$ cat src/rtl/gda_pkg.sv
// ============================================================================
// Gregorian date adder package
// Field widths, month codes and the constants used by the year reduction.
// ============================================================================
`default_nettype none

package gda_pkg;

   // Field widths of one request and one response.
   localparam int DAY_W   = 5;
   localparam int MONTH_W = 4;
   localparam int YEAR_W  = 14;
   localparam int DAYS_W  = 16;

   // Width of the shared compare and subtract unit.
   localparam int UNIT_W = YEAR_W;

   // Widths of the year remainders kept beside the year.
   localparam int R400_W = 9;
   localparam int R100_W = 7;

   // Month codes.
   localparam logic [MONTH_W-1:0] MONTH_JAN = 4'd1;
   localparam logic [MONTH_W-1:0] MONTH_FEB = 4'd2;
   localparam logic [MONTH_W-1:0] MONTH_MAR = 4'd3;
   localparam logic [MONTH_W-1:0] MONTH_APR = 4'd4;
   localparam logic [MONTH_W-1:0] MONTH_MAY = 4'd5;
   localparam logic [MONTH_W-1:0] MONTH_JUN = 4'd6;
   localparam logic [MONTH_W-1:0] MONTH_JUL = 4'd7;
   localparam logic [MONTH_W-1:0] MONTH_AUG = 4'd8;
   localparam logic [MONTH_W-1:0] MONTH_SEP = 4'd9;
   localparam logic [MONTH_W-1:0] MONTH_OCT = 4'd10;
   localparam logic [MONTH_W-1:0] MONTH_NOV = 4'd11;
   localparam logic [MONTH_W-1:0] MONTH_DEC = 4'd12;

   // Month lengths.
   localparam logic [DAY_W-1:0] LEN_LONG  = 5'd31;
   localparam logic [DAY_W-1:0] LEN_SHORT = 5'd30;
   localparam logic [DAY_W-1:0] LEN_LEAP  = 5'd29;
   localparam logic [DAY_W-1:0] LEN_FEB   = 5'd28;
   localparam logic [DAY_W-1:0] LEN_NONE  = 5'd0;

   // Year reduction: the first six steps leave the year modulo 400,
   // the last two leave it modulo 100.
   localparam int RED_STEPS = 8;
   localparam int RED_CNT_W = 3;
   localparam int RED_LAST_400 = 5;
   typedef logic [UNIT_W-1:0] red_table_type [RED_STEPS];
   localparam red_table_type RED_SUB = '{
      14'd12800, 14'd6400, 14'd3200, 14'd1600,
      14'd800,   14'd400,  14'd200,  14'd100
   };

   // Limits for the incremental year remainders.
   localparam logic [R400_W-1:0] R400_LAST = 9'd399;
   localparam logic [R100_W-1:0] R100_LAST = 7'd99;

   // Result of one pass through the shared unit.
   typedef struct packed {
      logic              ge;
      logic [UNIT_W-1:0] diff;
   } unit_res_type;

endpackage

`default_nettype wire

$ cat src/rtl/gda_sub_unit.sv
// ============================================================================
// Gregorian date adder shared compare and subtract unit
// Computes a - b and whether a is at least b; reused by the reduce, check and step phases.
// ============================================================================
`default_nettype none

module gda_sub_unit
   import gda_pkg::*;
(
   input  wire logic [UNIT_W-1:0] op_a,
   input  wire logic [UNIT_W-1:0] op_b,
   output unit_res_type           res
);

   logic [UNIT_W:0] wide_diff;

   // One subtract with borrow; no borrow means a is at least b.
   assign wide_diff = {1'b0, op_a} - {1'b0, op_b};
   assign res.ge    = ~wide_diff[UNIT_W];
   assign res.diff  = wide_diff[UNIT_W-1:0];

endmodule

`default_nettype wire

$ cat src/rtl/gda_month_len.sv
// ============================================================================
// Gregorian date adder month length table
// Gives the number of days in a month, zero for a month code outside 1..12.
// ============================================================================
`default_nettype none

module gda_month_len
   import gda_pkg::*;
(
   input  wire logic [MONTH_W-1:0] month,
   input  wire logic               leap,
   output logic      [DAY_W-1:0]   len
);

   // February follows the leap flag; other months are fixed.
   always_comb begin
      case (month)
         MONTH_JAN, MONTH_MAR, MONTH_MAY, MONTH_JUL,
         MONTH_AUG, MONTH_OCT, MONTH_DEC: begin
            len = LEN_LONG;
         end
         MONTH_APR, MONTH_JUN, MONTH_SEP, MONTH_NOV: begin
            len = LEN_SHORT;
         end
         MONTH_FEB: begin
            len = leap ? LEN_LEAP : LEN_FEB;
         end
         default: begin
            len = LEN_NONE;
         end
      endcase
   end

endmodule

`default_nettype wire

$ cat src/rtl/gregorian_date_add_days.sv
// ============================================================================
// Gregorian date adder
// Checks a starting date and adds a number of days to it, one day per cycle.
// ============================================================================
//
//  Channel  Direction  Payload (lowest bit first)
//  req_     in         tdata: day_in, month_in, year_in, days_to_add
//  rsp_     out        tdata: day_out, month_out, year_out; tuser: date_valid
//
// An item is loaded, its year reduced modulo 400 and 100 in eight steps in
// the shared subtract unit, and the date checked; a valid date then gets
// one day added per step until the count runs out, and the result is
// handed to the output register. A result still waiting there holds the
// sequencer in its done state. The output register holds a finished
// result while the next item is taken.
// Reset is synchronous and clears the sequencer and the output valid.
//
`default_nettype none

module gregorian_date_add_days
   import gda_pkg::*;
#(
   parameter int MAX_ADD_BITS = 16
) (
   input  wire logic        clock,
   input  wire logic        reset,
   // Request: day_in[4:0], month_in[8:5], year_in[22:9], days_to_add[38:23], zero[39]
   input  wire logic        req_tvalid,
   output logic             req_tready,
   input  wire logic [39:0] req_tdata,
   // Response: day_out[4:0], month_out[8:5], year_out[22:9], zero[23]
   output logic             rsp_tvalid,
   input  wire logic        rsp_tready,
   output logic [23:0]      rsp_tdata,
   // Response: date_valid[0]
   output logic [0:0]       rsp_tuser
);

   // Sequencer states.
   localparam logic [2:0] ST_IDLE   = 3'd0;
   localparam logic [2:0] ST_REDUCE = 3'd1;
   localparam logic [2:0] ST_CHECK  = 3'd2;
   localparam logic [2:0] ST_STEP   = 3'd3;
   localparam logic [2:0] ST_DONE   = 3'd4;

   localparam int DAY_LO   = 0;
   localparam int MONTH_LO = DAY_LO + DAY_W;
   localparam int YEAR_LO  = MONTH_LO + MONTH_W;
   localparam int DAYS_LO  = YEAR_LO + YEAR_W;

   logic [2:0]              state_ff, state_in;
   logic [RED_CNT_W-1:0]    cnt_ff, cnt_in;
   logic [DAY_W-1:0]        day_ff, day_in;
   logic [MONTH_W-1:0]      month_ff, month_in;
   logic [YEAR_W-1:0]       year_ff, year_in;
   logic [MAX_ADD_BITS-1:0] left_ff, left_in;
   logic [UNIT_W-1:0]       red_ff, red_in;
   logic [R400_W-1:0]       r400_ff, r400_in;
   logic [R100_W-1:0]       r100_ff, r100_in;
   logic                    valid_ff, valid_in;
   logic                    rsp_tvalid_ff, rsp_tvalid_in;
   logic [YEAR_LO+YEAR_W-1:0] rsp_data_ff, rsp_data_in;
   logic                    rsp_flag_ff, rsp_flag_in;

   logic [DAYS_W-1:0]       days_field;
   logic [MAX_ADD_BITS-1:0] left_load;
   logic [UNIT_W-1:0]       op_a, op_b;
   unit_res_type            unit_res;
   logic                    leap;
   logic [DAY_W-1:0]        cur_len;
   logic                    out_free;

   // Day count taken from the request, cut or widened to the counter width.
   assign days_field = req_tdata[DAYS_LO +: DAYS_W];
   generate
      if (MAX_ADD_BITS <= DAYS_W) begin : g_cut
         assign left_load = days_field[MAX_ADD_BITS-1:0];
      end else begin : g_widen
         assign left_load = {{(MAX_ADD_BITS-DAYS_W){1'b0}}, days_field};
      end
   endgenerate

   // Leap rule from the year's low bits and its remainders by 100 and 400.
   assign leap = ((year_ff[1:0] == 2'b00) && (r100_ff != '0)) || (r400_ff == '0);

   gda_month_len u_month_len (
      .month (month_ff),
      .leap  (leap),
      .len   (cur_len)
   );

   // Operand selection for the shared unit.
   always_comb begin
      op_a = '0;
      op_b = '0;
      case (state_ff)
         ST_REDUCE: begin
            op_a = red_ff;
            op_b = RED_SUB[cnt_ff];
         end
         ST_CHECK: begin
            op_a = {{(UNIT_W-DAY_W){1'b0}}, cur_len};
            op_b = {{(UNIT_W-DAY_W){1'b0}}, day_ff};
         end
         ST_STEP: begin
            op_a = {{(UNIT_W-DAY_W){1'b0}}, day_ff};
            op_b = {{(UNIT_W-DAY_W){1'b0}}, cur_len};
         end
         default: begin
            op_a = '0;
            op_b = '0;
         end
      endcase
   end

   gda_sub_unit u_sub_unit (
      .op_a (op_a),
      .op_b (op_b),
      .res  (unit_res)
   );

   assign out_free = ~rsp_tvalid_ff | rsp_tready;

   // Sequencer and date registers.
   always_comb begin
      state_in      = state_ff;
      cnt_in        = cnt_ff;
      day_in        = day_ff;
      month_in      = month_ff;
      year_in       = year_ff;
      left_in       = left_ff;
      red_in        = red_ff;
      r400_in       = r400_ff;
      r100_in       = r100_ff;
      valid_in      = valid_ff;
      rsp_tvalid_in = rsp_tvalid_ff & ~rsp_tready;
      rsp_data_in   = rsp_data_ff;
      rsp_flag_in   = rsp_flag_ff;
      case (state_ff)
         ST_IDLE: begin
            if (req_tvalid) begin
               day_in   = req_tdata[DAY_LO +: DAY_W];
               month_in = req_tdata[MONTH_LO +: MONTH_W];
               year_in  = req_tdata[YEAR_LO +: YEAR_W];
               red_in   = req_tdata[YEAR_LO +: YEAR_W];
               left_in  = left_load;
               cnt_in   = '0;
               state_in = ST_REDUCE;
            end
         end
         ST_REDUCE: begin
            // Restoring reduction: keep the difference when it does not borrow.
            if (unit_res.ge) begin
               red_in = unit_res.diff;
            end
            if (cnt_ff == RED_CNT_W'(RED_LAST_400)) begin
               r400_in = red_in[R400_W-1:0];
            end
            cnt_in = cnt_ff + 1'b1;
            if (cnt_ff == RED_CNT_W'(RED_STEPS - 1)) begin
               r100_in  = red_in[R100_W-1:0];
               state_in = ST_CHECK;
            end
         end
         ST_CHECK: begin
            // A valid date has a day in 1..length and a known month.
            valid_in = unit_res.ge && (day_ff != '0) && (cur_len != LEN_NONE);
            state_in = valid_in ? ST_STEP : ST_DONE;
         end
         ST_STEP: begin
            if (left_ff == '0) begin
               state_in = ST_DONE;
            end else begin
               left_in = left_ff - 1'b1;
               if (!unit_res.ge) begin
                  day_in = day_ff + 1'b1;
               end else begin
                  day_in = DAY_W'(1);
                  if (month_ff == MONTH_DEC) begin
                     month_in = MONTH_JAN;
                     year_in  = year_ff + 1'b1;
                     // Remainders follow the year, and restart when it wraps.
                     if (year_ff == '1) begin
                        r400_in = '0;
                        r100_in = '0;
                     end else begin
                        r400_in = (r400_ff == R400_LAST) ? '0 : r400_ff + 1'b1;
                        r100_in = (r100_ff == R100_LAST) ? '0 : r100_ff + 1'b1;
                     end
                  end else begin
                     month_in = month_ff + 1'b1;
                  end
               end
            end
         end
         ST_DONE: begin
            // Hand over once the output register is free.
            if (out_free) begin
               rsp_tvalid_in = 1'b1;
               rsp_data_in   = {year_ff, month_ff, day_ff};
               rsp_flag_in   = valid_ff;
               state_in      = ST_IDLE;
            end
         end
         default: begin
            state_in = ST_IDLE;
         end
      endcase
   end

   always_ff @(posedge clock) begin
      if (reset) begin
         state_ff      <= ST_IDLE;
         rsp_tvalid_ff <= 1'b0;
      end else begin
         state_ff      <= state_in;
         rsp_tvalid_ff <= rsp_tvalid_in;
      end
   end

   always_ff @(posedge clock) begin
      cnt_ff      <= cnt_in;
      day_ff      <= day_in;
      month_ff    <= month_in;
      year_ff     <= year_in;
      left_ff     <= left_in;
      red_ff      <= red_in;
      r400_ff     <= r400_in;
      r100_ff     <= r100_in;
      valid_ff    <= valid_in;
      rsp_data_ff <= rsp_data_in;
      rsp_flag_ff <= rsp_flag_in;
   end

   assign req_tready   = (state_ff == ST_IDLE);
   assign rsp_tvalid   = rsp_tvalid_ff;
   assign rsp_tdata    = {1'b0, rsp_data_ff};
   assign rsp_tuser[0] = rsp_flag_ff;

endmodule

`default_nettype wire
$ cat config.mk
export PLATFORM = sky130hd
export DESIGN_NAME = gregorian_date_add_days
export DESIGN_NICKNAME = d
export VERILOG_FILES = /design/src/rtl/gda_pkg.sv /design/src/rtl/gda_sub_unit.sv /design/src/rtl/gda_month_len.sv /design/src/rtl/gregorian_date_add_days.sv
export SDC_FILE = /design/constraint.sdc
export NUM_CORES = 1
export LEC_CHECK = 0
export ABC_AREA = 1
export BUFFER_PORTS_ARGS = -buffer_cell sky130_fd_sc_hd__buf_2
export CORE_MARGIN = 8
export CORE_UTILIZATION = 25
export DETAILED_ROUTE_END_ITERATION = 6
export REMOVE_ABC_BUFFERS = 1
export SLEW_MARGIN = 20
export SYNTH_ARGS = -nofsm -noshare
export SYNTH_HDL_FRONTEND = slang
export SYNTH_SLANG_ARGS = --single-unit
$ cat constraint.sdc
create_clock -name clock -period 3.4 [get_ports clock]
set_input_delay 0.51 -clock clock [delete_from_list [all_inputs] [get_ports clock]]
set_output_delay 0.51 -clock clock [all_outputs]
set_load 0.01 [all_outputs]
==> impl_metrics.yaml, run 1 <==
outcome:
  status: "completed"
worst_setup_path:
  arrival_ps: 3410
  critical-path-top-delay-family: "simple AND/OR/NAND/NOR gates"
  path_cells: "ha_4 -> o21ai_2 -> nand3_2 -> o21bai_4 -> nand2_1 -> o21ai_1 -> ha_2 -> inv_2 -> fa_2 -> nand2_2 -> nand2_2 -> nand3b_1 -> nand2_2 -> nand2_2 -> nand2_4 -> inv_4 -> nand2_4 -> nand2_4 -> nor3_4 -> clkbuf_16"
  crit_buf_inv: 3
  required_ps: 3480
  cpPeakStageDelay_ps: 520
  cp_slowest_cell: "edfxtp_1"
  crit_top_cell: "nand2_2"
  end_kind: "flop"
  crit_type: "reg -> reg"
  cp_max_fo: 7
  rrSetupSlack_ps: 70
  startpoint_type: "flop"
logic_synthesis:
  ys_types: 42
  async_flop_share_pct: 0
  ys_seq_area_share_pct: 47.0
  synth_edf_count: 97
  yosys_warnings: 0
  synthCells: 761
  synth_ff_type: "edfxtp_1"
  avgSynthCellArea_um2: 8.38
  synth_seq_cells: 101
  synth_area_um2: 6370
grt:
  grt_start_max_net_pins: 25
  grt_first_pass_wirelength_um: 25400
  use_met3_pct: 2.28
  globalRouteOverflowTotal: 0
  antenna_found_initial: 2
  use_met1_pct: 12.9
  grt_usage_pct: 10.2
  met2_usage_pct: 16.8
  grt_busiest_layer: "met2"
  grt_pass1_vias: 5072
timing:
  fmax_mhz: 300
  finalSetupViolCount: 0
  grt_setup_unrepaired: "yes"
  slew_viol_final: 0
  maxSlewHeadroom_pct: 52.0
  clock-skew-final_ps: 12.3
  fin_crit_ps: 3330
  tightest_slew_ps: 719
  whs_ps: 382
  hold_viol: 0
  post-route-period-util_pct: 98.0
drt:
  viasPerCell: 4.41
  vias: 5264
  drt_iter0_drc: 259
  drcViolationCount: 0
  wl_um: 16000
  ant_nets: 0
  wl_per_cell_um: 13.4
  drt_pass1_iterations: 5
final_layout:
  multi_input_area_um2: 3180
  fin_area_um2: 7880
  drive_gt1_share_pct: 22.6
  n_antenna_cell: 0
  fin_nets: 935
  area_delta_synth_final_pct: 23.7
  fillers: 2680
  regArea_um2: 2990
cts:
  cts.clk_slew.worst_paths_ps: 80
  cts_tree: "yes"
  h-tree-depth: 3
  holdBufCountCts: 0
  cts-root-buf: "clkbuf_16"
  clk_latency_ps: 360
  cts_sinks: 101
  cts_buffers: 9
  cts_max_path_buffers: 2
die:
  die-height_um: 176
  start_util_pct: 25.4
  die_area_um2: 30900
  io_pins: 71
  core_um2: 25100
  die_w_um: 176
  rows: 58
worst_hold_path:
  hold_path.class: "in -> reg"
power_and_ir_drop:
  p_leak_nw: 3.42
  ir_drop_uv: 566
  pwr_density_cell_nw_per_um2: 1050
placed_design:
  placed_area_um2: 7240
  portBuffers: 68
  gp_congestion: 0.827
  hpwl_um: 12200
run:
  drv_cap: 0
[logic make-up after synthesis]
logic type	Yosys count	share of synthesized area [%]
other	1	0.0588
adder cells (fa/ha/maj)	33	6.60
AND/OR/NAND/NOR	391	26.5
flip-flops	101	47.0
AO/OA/AOI/OAI	91	8.09
XOR/XNOR	35	4.81
buffers and inverters	109	6.95
[layout make-up]
type	count	area share (%)
inverters	92	4.41
multi-input cells	551	40.4
clock inverters	7	0.857
repair buffers	103	8.27
clock buffers	9	2.86
flip-flops and latches	101	38.0
well taps	330	5.24
[timing repair]
action,in CTS,in global routing
buffers inserted,1,9
pin swaps,0,19
setup endpoints to repair,16,70
gates cloned,0,2
gates resized for setup,1,61
[stage by stage]
stage / cells / setup WS, ps / total power [W] / util, % / TNS, ps
6_report: 1193 / 69.0 / 0.00830 / 31.4 / 0
5_1_grt: 1193 / -84.3 / 0.00905 / 31.4 / -1320
4_1_cts: 1182 / 0.296 / 0.00781 / 30.0 / 0
3_5_place_dp: 1165 / -0.710 / 0.00674 / 28.8 / -2.92
3_3_place_gp: 1165 / 81.5 / 0.00668 / 28.8 / 0
2_1_floorplan: 744 / -1940 / 0.00546 / - / -124740
[layer usage]
| metal | part of all wire (%) | vias up |
|---|---|---|
| met1 | 46 | 2446 |
| met5 | 0.14 | - |
| li1 | - | 2711 |
| met2 | 48 | 88 |
| met3 | 5.0 | 15 |
| met4 | 1.4 | 4 |
[sequential cells by signal, summed over array words and instances (netlist names)]
| signal | count |
|---|---|
| cnt_ff | 3 |
| day_ff | 5 |
| left_ff | 16 |
| month_ff | 4 |
| r100_ff | 7 |
| r400_ff | 9 |
| red_ff | 14 |
| rsp_data_ff | 23 |
| rsp_tuser | 1 |
| rsp_tvalid | 1 |
| state_ff | 3 |
| valid_ff | 1 |
| year_ff | 14 |
[cell usage in the layout (no fill, tap or decap), drive strengths merged]
master,Yosys,routed
buf,9,102
clkinvlp,0,2
a221oi,1,1
nand4,6,6
conb,1,1
or2,9,9
xor2,21,21
clkbuf,8,10
o22ai,1,1
edfxtp,97,97
nand3b,4,4
a31oi,6,6
dfxtp,4,4
nor3,15,15
inv,92,95
xnor2,14,14
nand2,219,219
ha,32,32
nand3,54,54
fa,1,1
clkinv,0,2
o21bai,1,1
a21o,4,4
o31ai,1,1
o211ai,2,2
a211oi,2,2
o21ai,49,49
nor4,1,1
a22oi,3,3
o221ai,1,1
nor2,83,83
a21oi,20,20
[worst reg2reg max path: stages (launching register included)]
cell and delay [ps]:
edfxtp_1 520, ha_4 230, o21ai_2 150, nand3_2 140
o21bai_4 210, nand2_1 50, o21ai_1 60, ha_2 180
inv_2 60, fa_2 200, nand2_2 70, nand2_2 70
nand3b_1 90, nand2_2 80, nand2_2 60, nand2_4 120
inv_4 60, nand2_4 70, nand2_4 60, nor3_4 350
clkbuf_16 230
[cells in the mapped netlist, types with 3 or more instances]
cell      number  share of area (%)
inv_1         84                4.9
nand3_1       52                4.1
inv_2          8               0.47
a22oi_1        3               0.35
clkbuf_1       8               0.47
nand2_2        8               0.79
o21ai_1        9               0.71
or2_2          4               0.39
buf_2          3               0.24
dfxtp_1        4                1.3
buf_4          4               0.47
nand3b_1       4               0.47
or2_1          5               0.49
a31oi_1        6               0.59
a21oi_1       20                1.6
edfxtp_1      97                 46
a21o_1         4               0.47
xnor2_1       14                1.9
nor2_1        77                4.5
nor2_2         4               0.39
o21ai_2        3               0.41
nor3_2         4               0.63
o21ai_0       37                2.9
nor3_1        11               0.86
nand2_1      210                 12
xor2_1        21                2.9
ha_1          32                6.3
nand4_1        6               0.59
[final timing paths]
check                                                 to                   from  cells past startpoint
worst max-delay path                year_ff[5]$_DFFE_PP_  month_ff[0]$_DFFE_PP_                     20
worst min-delay path            state_ff[0]$_SDFFE_PP0P_                  reset                      2
worst max register to register      year_ff[5]$_DFFE_PP_  month_ff[0]$_DFFE_PP_                     20
worst min register to register       rsp_tuser$_DFFE_PP_     valid_ff$_DFFE_PP_                      0
[power by group]
part | leakage, nW | switching [W] | internal [W]
Sequential | 0.947 | 0.000310 | 0.00208
Combinational | 2.34 | 0.00296 | 0.00192
Clock | 0.139 | 0.000527 | 0.000516
Total | 3.42 | 0.00379 | 0.00451
No activity file was read; power rests on OpenSTA's default activity.
==> inputs of run 2 (changes only) <==
--- a/config.mk
+++ b/config.mk
@@ -14,4 +14,5 @@
 export SLEW_MARGIN = 20
 export SYNTH_ARGS = -nofsm -noshare
 export SYNTH_HDL_FRONTEND = slang
+export SYNTH_HIERARCHICAL = 1
 export SYNTH_SLANG_ARGS = --single-unit
==> run 2 against run 1 <==
  * Cell area up 4.0%
  * Clock-buffer cell count is the same
  * Power grew 9.2%
  * Via count rose by 9.3%
  * Setup slack better by 58 ps
  * Non-clock buffer count increased by 15
  * Routed wire length grew 6.5%
  * Largest cell class unchanged
  * Critical path depth up 1
  * Die area increased by 5.1%
==> impl_metrics.yaml, run 2 <==
outcome:
  status: "completed"
logic_synthesis:
  synth_compound_area_share_pct: 8.37
  synth-xor-area-share_pct: 4.42
  yosysMostFrequentCell: "nand2_1"
  yosys.area.top_type: "edfxtp_1"
  synth_common_cells: "nand2_1, inv_1, nor2_1"
  synth_ff_type: "edfxtp_1"
  synthMuxAreaShare_pct: 0
  synthAdderAreaFrac_pct: 5.87
  avgSynthCellArea_um2: 7.82
  synth_simple_gate_area_share_pct: 27.0
  synth_area_um2: 6730
  ys_types: 39
  yosys_warnings: 6
  synth_edf_count: 97
  synth_top_family_by_area: "simple AND/OR/NAND/NOR gates"
  ys_seq_area_share_pct: 44.5
  async_flop_share_pct: 0
  synthCells: 861
  synth.top_cell.area_share_pct: 43.3
  synth_seq_cells: 101
  synth_area_leaders: "edfxtp_1, nand2_1, inv_1"
worst_setup_path:
  required_ps: 3470
  crit_top_cell: "inv_1"
  cp_slowest_cell: "edfxtp_1"
  arrival_ps: 3340
  rrSetupSlack_ps: 130
  r2r_cells: 21
  cp_max_fo: 4
  cpPeakStageDelay_ps: 380
  startpoint_type: "flop"
  path_cells: "inv_1 -> ha_1 -> nand4_1 -> o21ai_1 -> buf_4 -> nand3_1 -> nand2_2 -> nand2_1 -> o221ai_2 -> inv_1 -> ha_2 -> fa_2 -> inv_2 -> a21oi_2 -> o21ai_2 -> nor2_2 -> buf_4 -> inv_1 -> nand2_1 -> nor2_2 -> buf_6"
  r2r-start: "r400_ff[0]$_DFFE_PP_"
  end_kind: "flop"
  reg2reg_to: "month_ff[2]$_DFFE_PP_"
  crit_type: "reg -> reg"
timing:
  finalSetupViolCount: 0
  fin_crit_ps: 3270
  tightest_slew_ps: 869
  hold_viol: 0
  fmax_mhz: 306
  maxSlewHeadroom_pct: 42.0
  clock-skew-final_ps: 9.60
  post-route-period-util_pct: 96.2
  slew_viol_final: 0
  grt_setup_unrepaired: "yes"
run:
  drv_cap: 0
final_layout:
  regArea_um2: 2990
  final_cells: 1314
  n_antenna_cell: 0
  largestRegisters: "rsp_data_ff x23, left_ff x16"
  drive_gt1_share_pct: 18.8
  regMostFlops: "rsp_data_ff"
  largest_reg_flops: 23
  area_delta_synth_final_pct: 21.9
  fillers: 2884
  final_cell_mix: "nand2_1, inv_1, edfxtp_1"
  final_common_cell: "nand2_1"
  fin_nets: 1043
  fin_util_pct: 30.7
  multi_input_area_um2: 3120
  fin_area_um2: 8200
die:
  die-height_um: 180
  start_util_pct: 25.2
  die_area_um2: 32400
  io_pins: 71
  rows: 60
  die_w_um: 180
  core_um2: 26700
placed_design:
  hpwl_um: 13100
  gp_congestion: 0.836
  dp_cells: 1291
  portBuffers: 68
  placed_area_um2: 7730
grt:
  grt_start_max_net_pins: 32
  grt_pass1_vias: 5589
  grt_first_pass_wirelength_um: 27800
  grt_usage_pct: 10.5
  globalRouteOverflowTotal: 0
  antenna_found_initial: 0
drt:
  drcViolationCount: 0
  drt_pass1_iterations: 4
  viasPerCell: 4.38
  wl_per_cell_um: 13.0
  ant_nets: 0
  wl_um: 17100
  vias: 5756
  drt_iter0_drc: 280
power_and_ir_drop:
  pwr_density_cell_nw_per_um2: 1110
  ir_drop_uv: 678
  p_leak_nw: 3.74
cts:
  holdBufCountCts: 0
  clk_latency_ps: 360
  cts.clk_slew.worst_paths_ps: 70
  cts-root-buf: "clkbuf_16"
  cts_sinks: 101
  h-tree-depth: 3
  cts_max_path_buffers: 2
  cts_buffers: 9
  cts_tree: "yes"
worst_hold_path:
  min_path_cells: 2
  hold_path.class: "in -> reg"
  min_from: "reset"
  hold_end: "rsp_tvalid$_SDFF_PP0_"
## run 2: cell count changes in the layout (fill, tap and decap cells not counted), sizes merged, moves of 7 or more
cell / delta
buf: +16
inv: +45
nand2: +30
nor2: +28
nor3: -10
o21ai: +7
or2: -9
## run 2: how the worst max path moves through the flow
stage                                  start               endpoint  slack [ps]  depth (start not counted)
finish                  r400_ff[0]$_DFFE_PP_  month_ff[2]$_DFFE_PP_         130                         21
detailed placement      r400_ff[0]$_DFFE_PP_  year_ff[13]$_DFFE_PP_          20                         20
CTS                     r400_ff[0]$_DFFE_PP_  month_ff[2]$_DFFE_PP_          40                         21
floorplan           state_ff[2]$_SDFFE_PP0P_   year_ff[0]$_DFFE_PP_       -1260                         15
global route            r400_ff[1]$_DFFE_PP_  month_ff[2]$_DFFE_PP_         -50                         21
global placement        r400_ff[0]$_DFFE_PP_  month_ff[3]$_DFFE_PP_          70                         21
## run 2: cell families after synthesis
| kind of cell | after synthesis |
|---|---|
| buffers and inverters | 163 |
| other | 1 |
| AOI/OAI and AO/OA | 98 |
| DFF | 101 |
| adders and majority gates | 31 |
| xor gates and xnor gates | 34 |
| and+or+nand+nor | 433 |
## run 2: what timing repair did
action	CTS	global route
setup endpoints to repair	28	72
pin swaps	0	5
resized for setup	3	18
setup buffers	0	7
## run 2: critical path: cells and delay by family (launching register included)
| family | cells | cell delay (ps) |
|---|---|---|
| AOI/OAI and AO/OA | 4 | 540 |
| buffers and inverters | 7 | 700 |
| adders and majority gates | 3 | 710 |
| and+or+nand+nor | 7 | 650 |
| DFF | 1 | 380 |
## run 2: per-layer routing
metal	global-route usage, %	routed length, um	part of all wire [%]	vias to the layer above
li1	-	-	-	2990
met4	3.64	250	1.5	0
met5	0	0	0	-
met1	13.7	8360	49	2631
met3	2.46	803	4.7	21
met2	16.7	7640	45	114
## run 2: final cells by class
type                            count  area share [%]
Inverter                          141            6.48
Clock inverter                      7            1.68
Tap cell                          341            5.20
Sequential cell                   101            36.5
Clock buffer                        9            2.75
Timing Repair Buffer              118            9.32
Multi-Input combinational cell    597            38.1
## run 2: report_power, final
part           total, W  switching, W  internal (W)
Clock           0.00126      0.000466      0.000791
Combinational   0.00527       0.00329       0.00198
Sequential      0.00254      0.000338       0.00220
## run 2: stage by stage
step                setup WS [ps]  hold WS (ps)  power [W]  TNS, ps
floorplan                   -1260           400    0.00599   -56660
global placement             68.6           447    0.00757        0
detailed placement           15.4           406    0.00764        0
CTS                          39.2           327    0.00895        0
global route                -46.7           336    0.00987     -637
finish                        128           346    0.00906        0
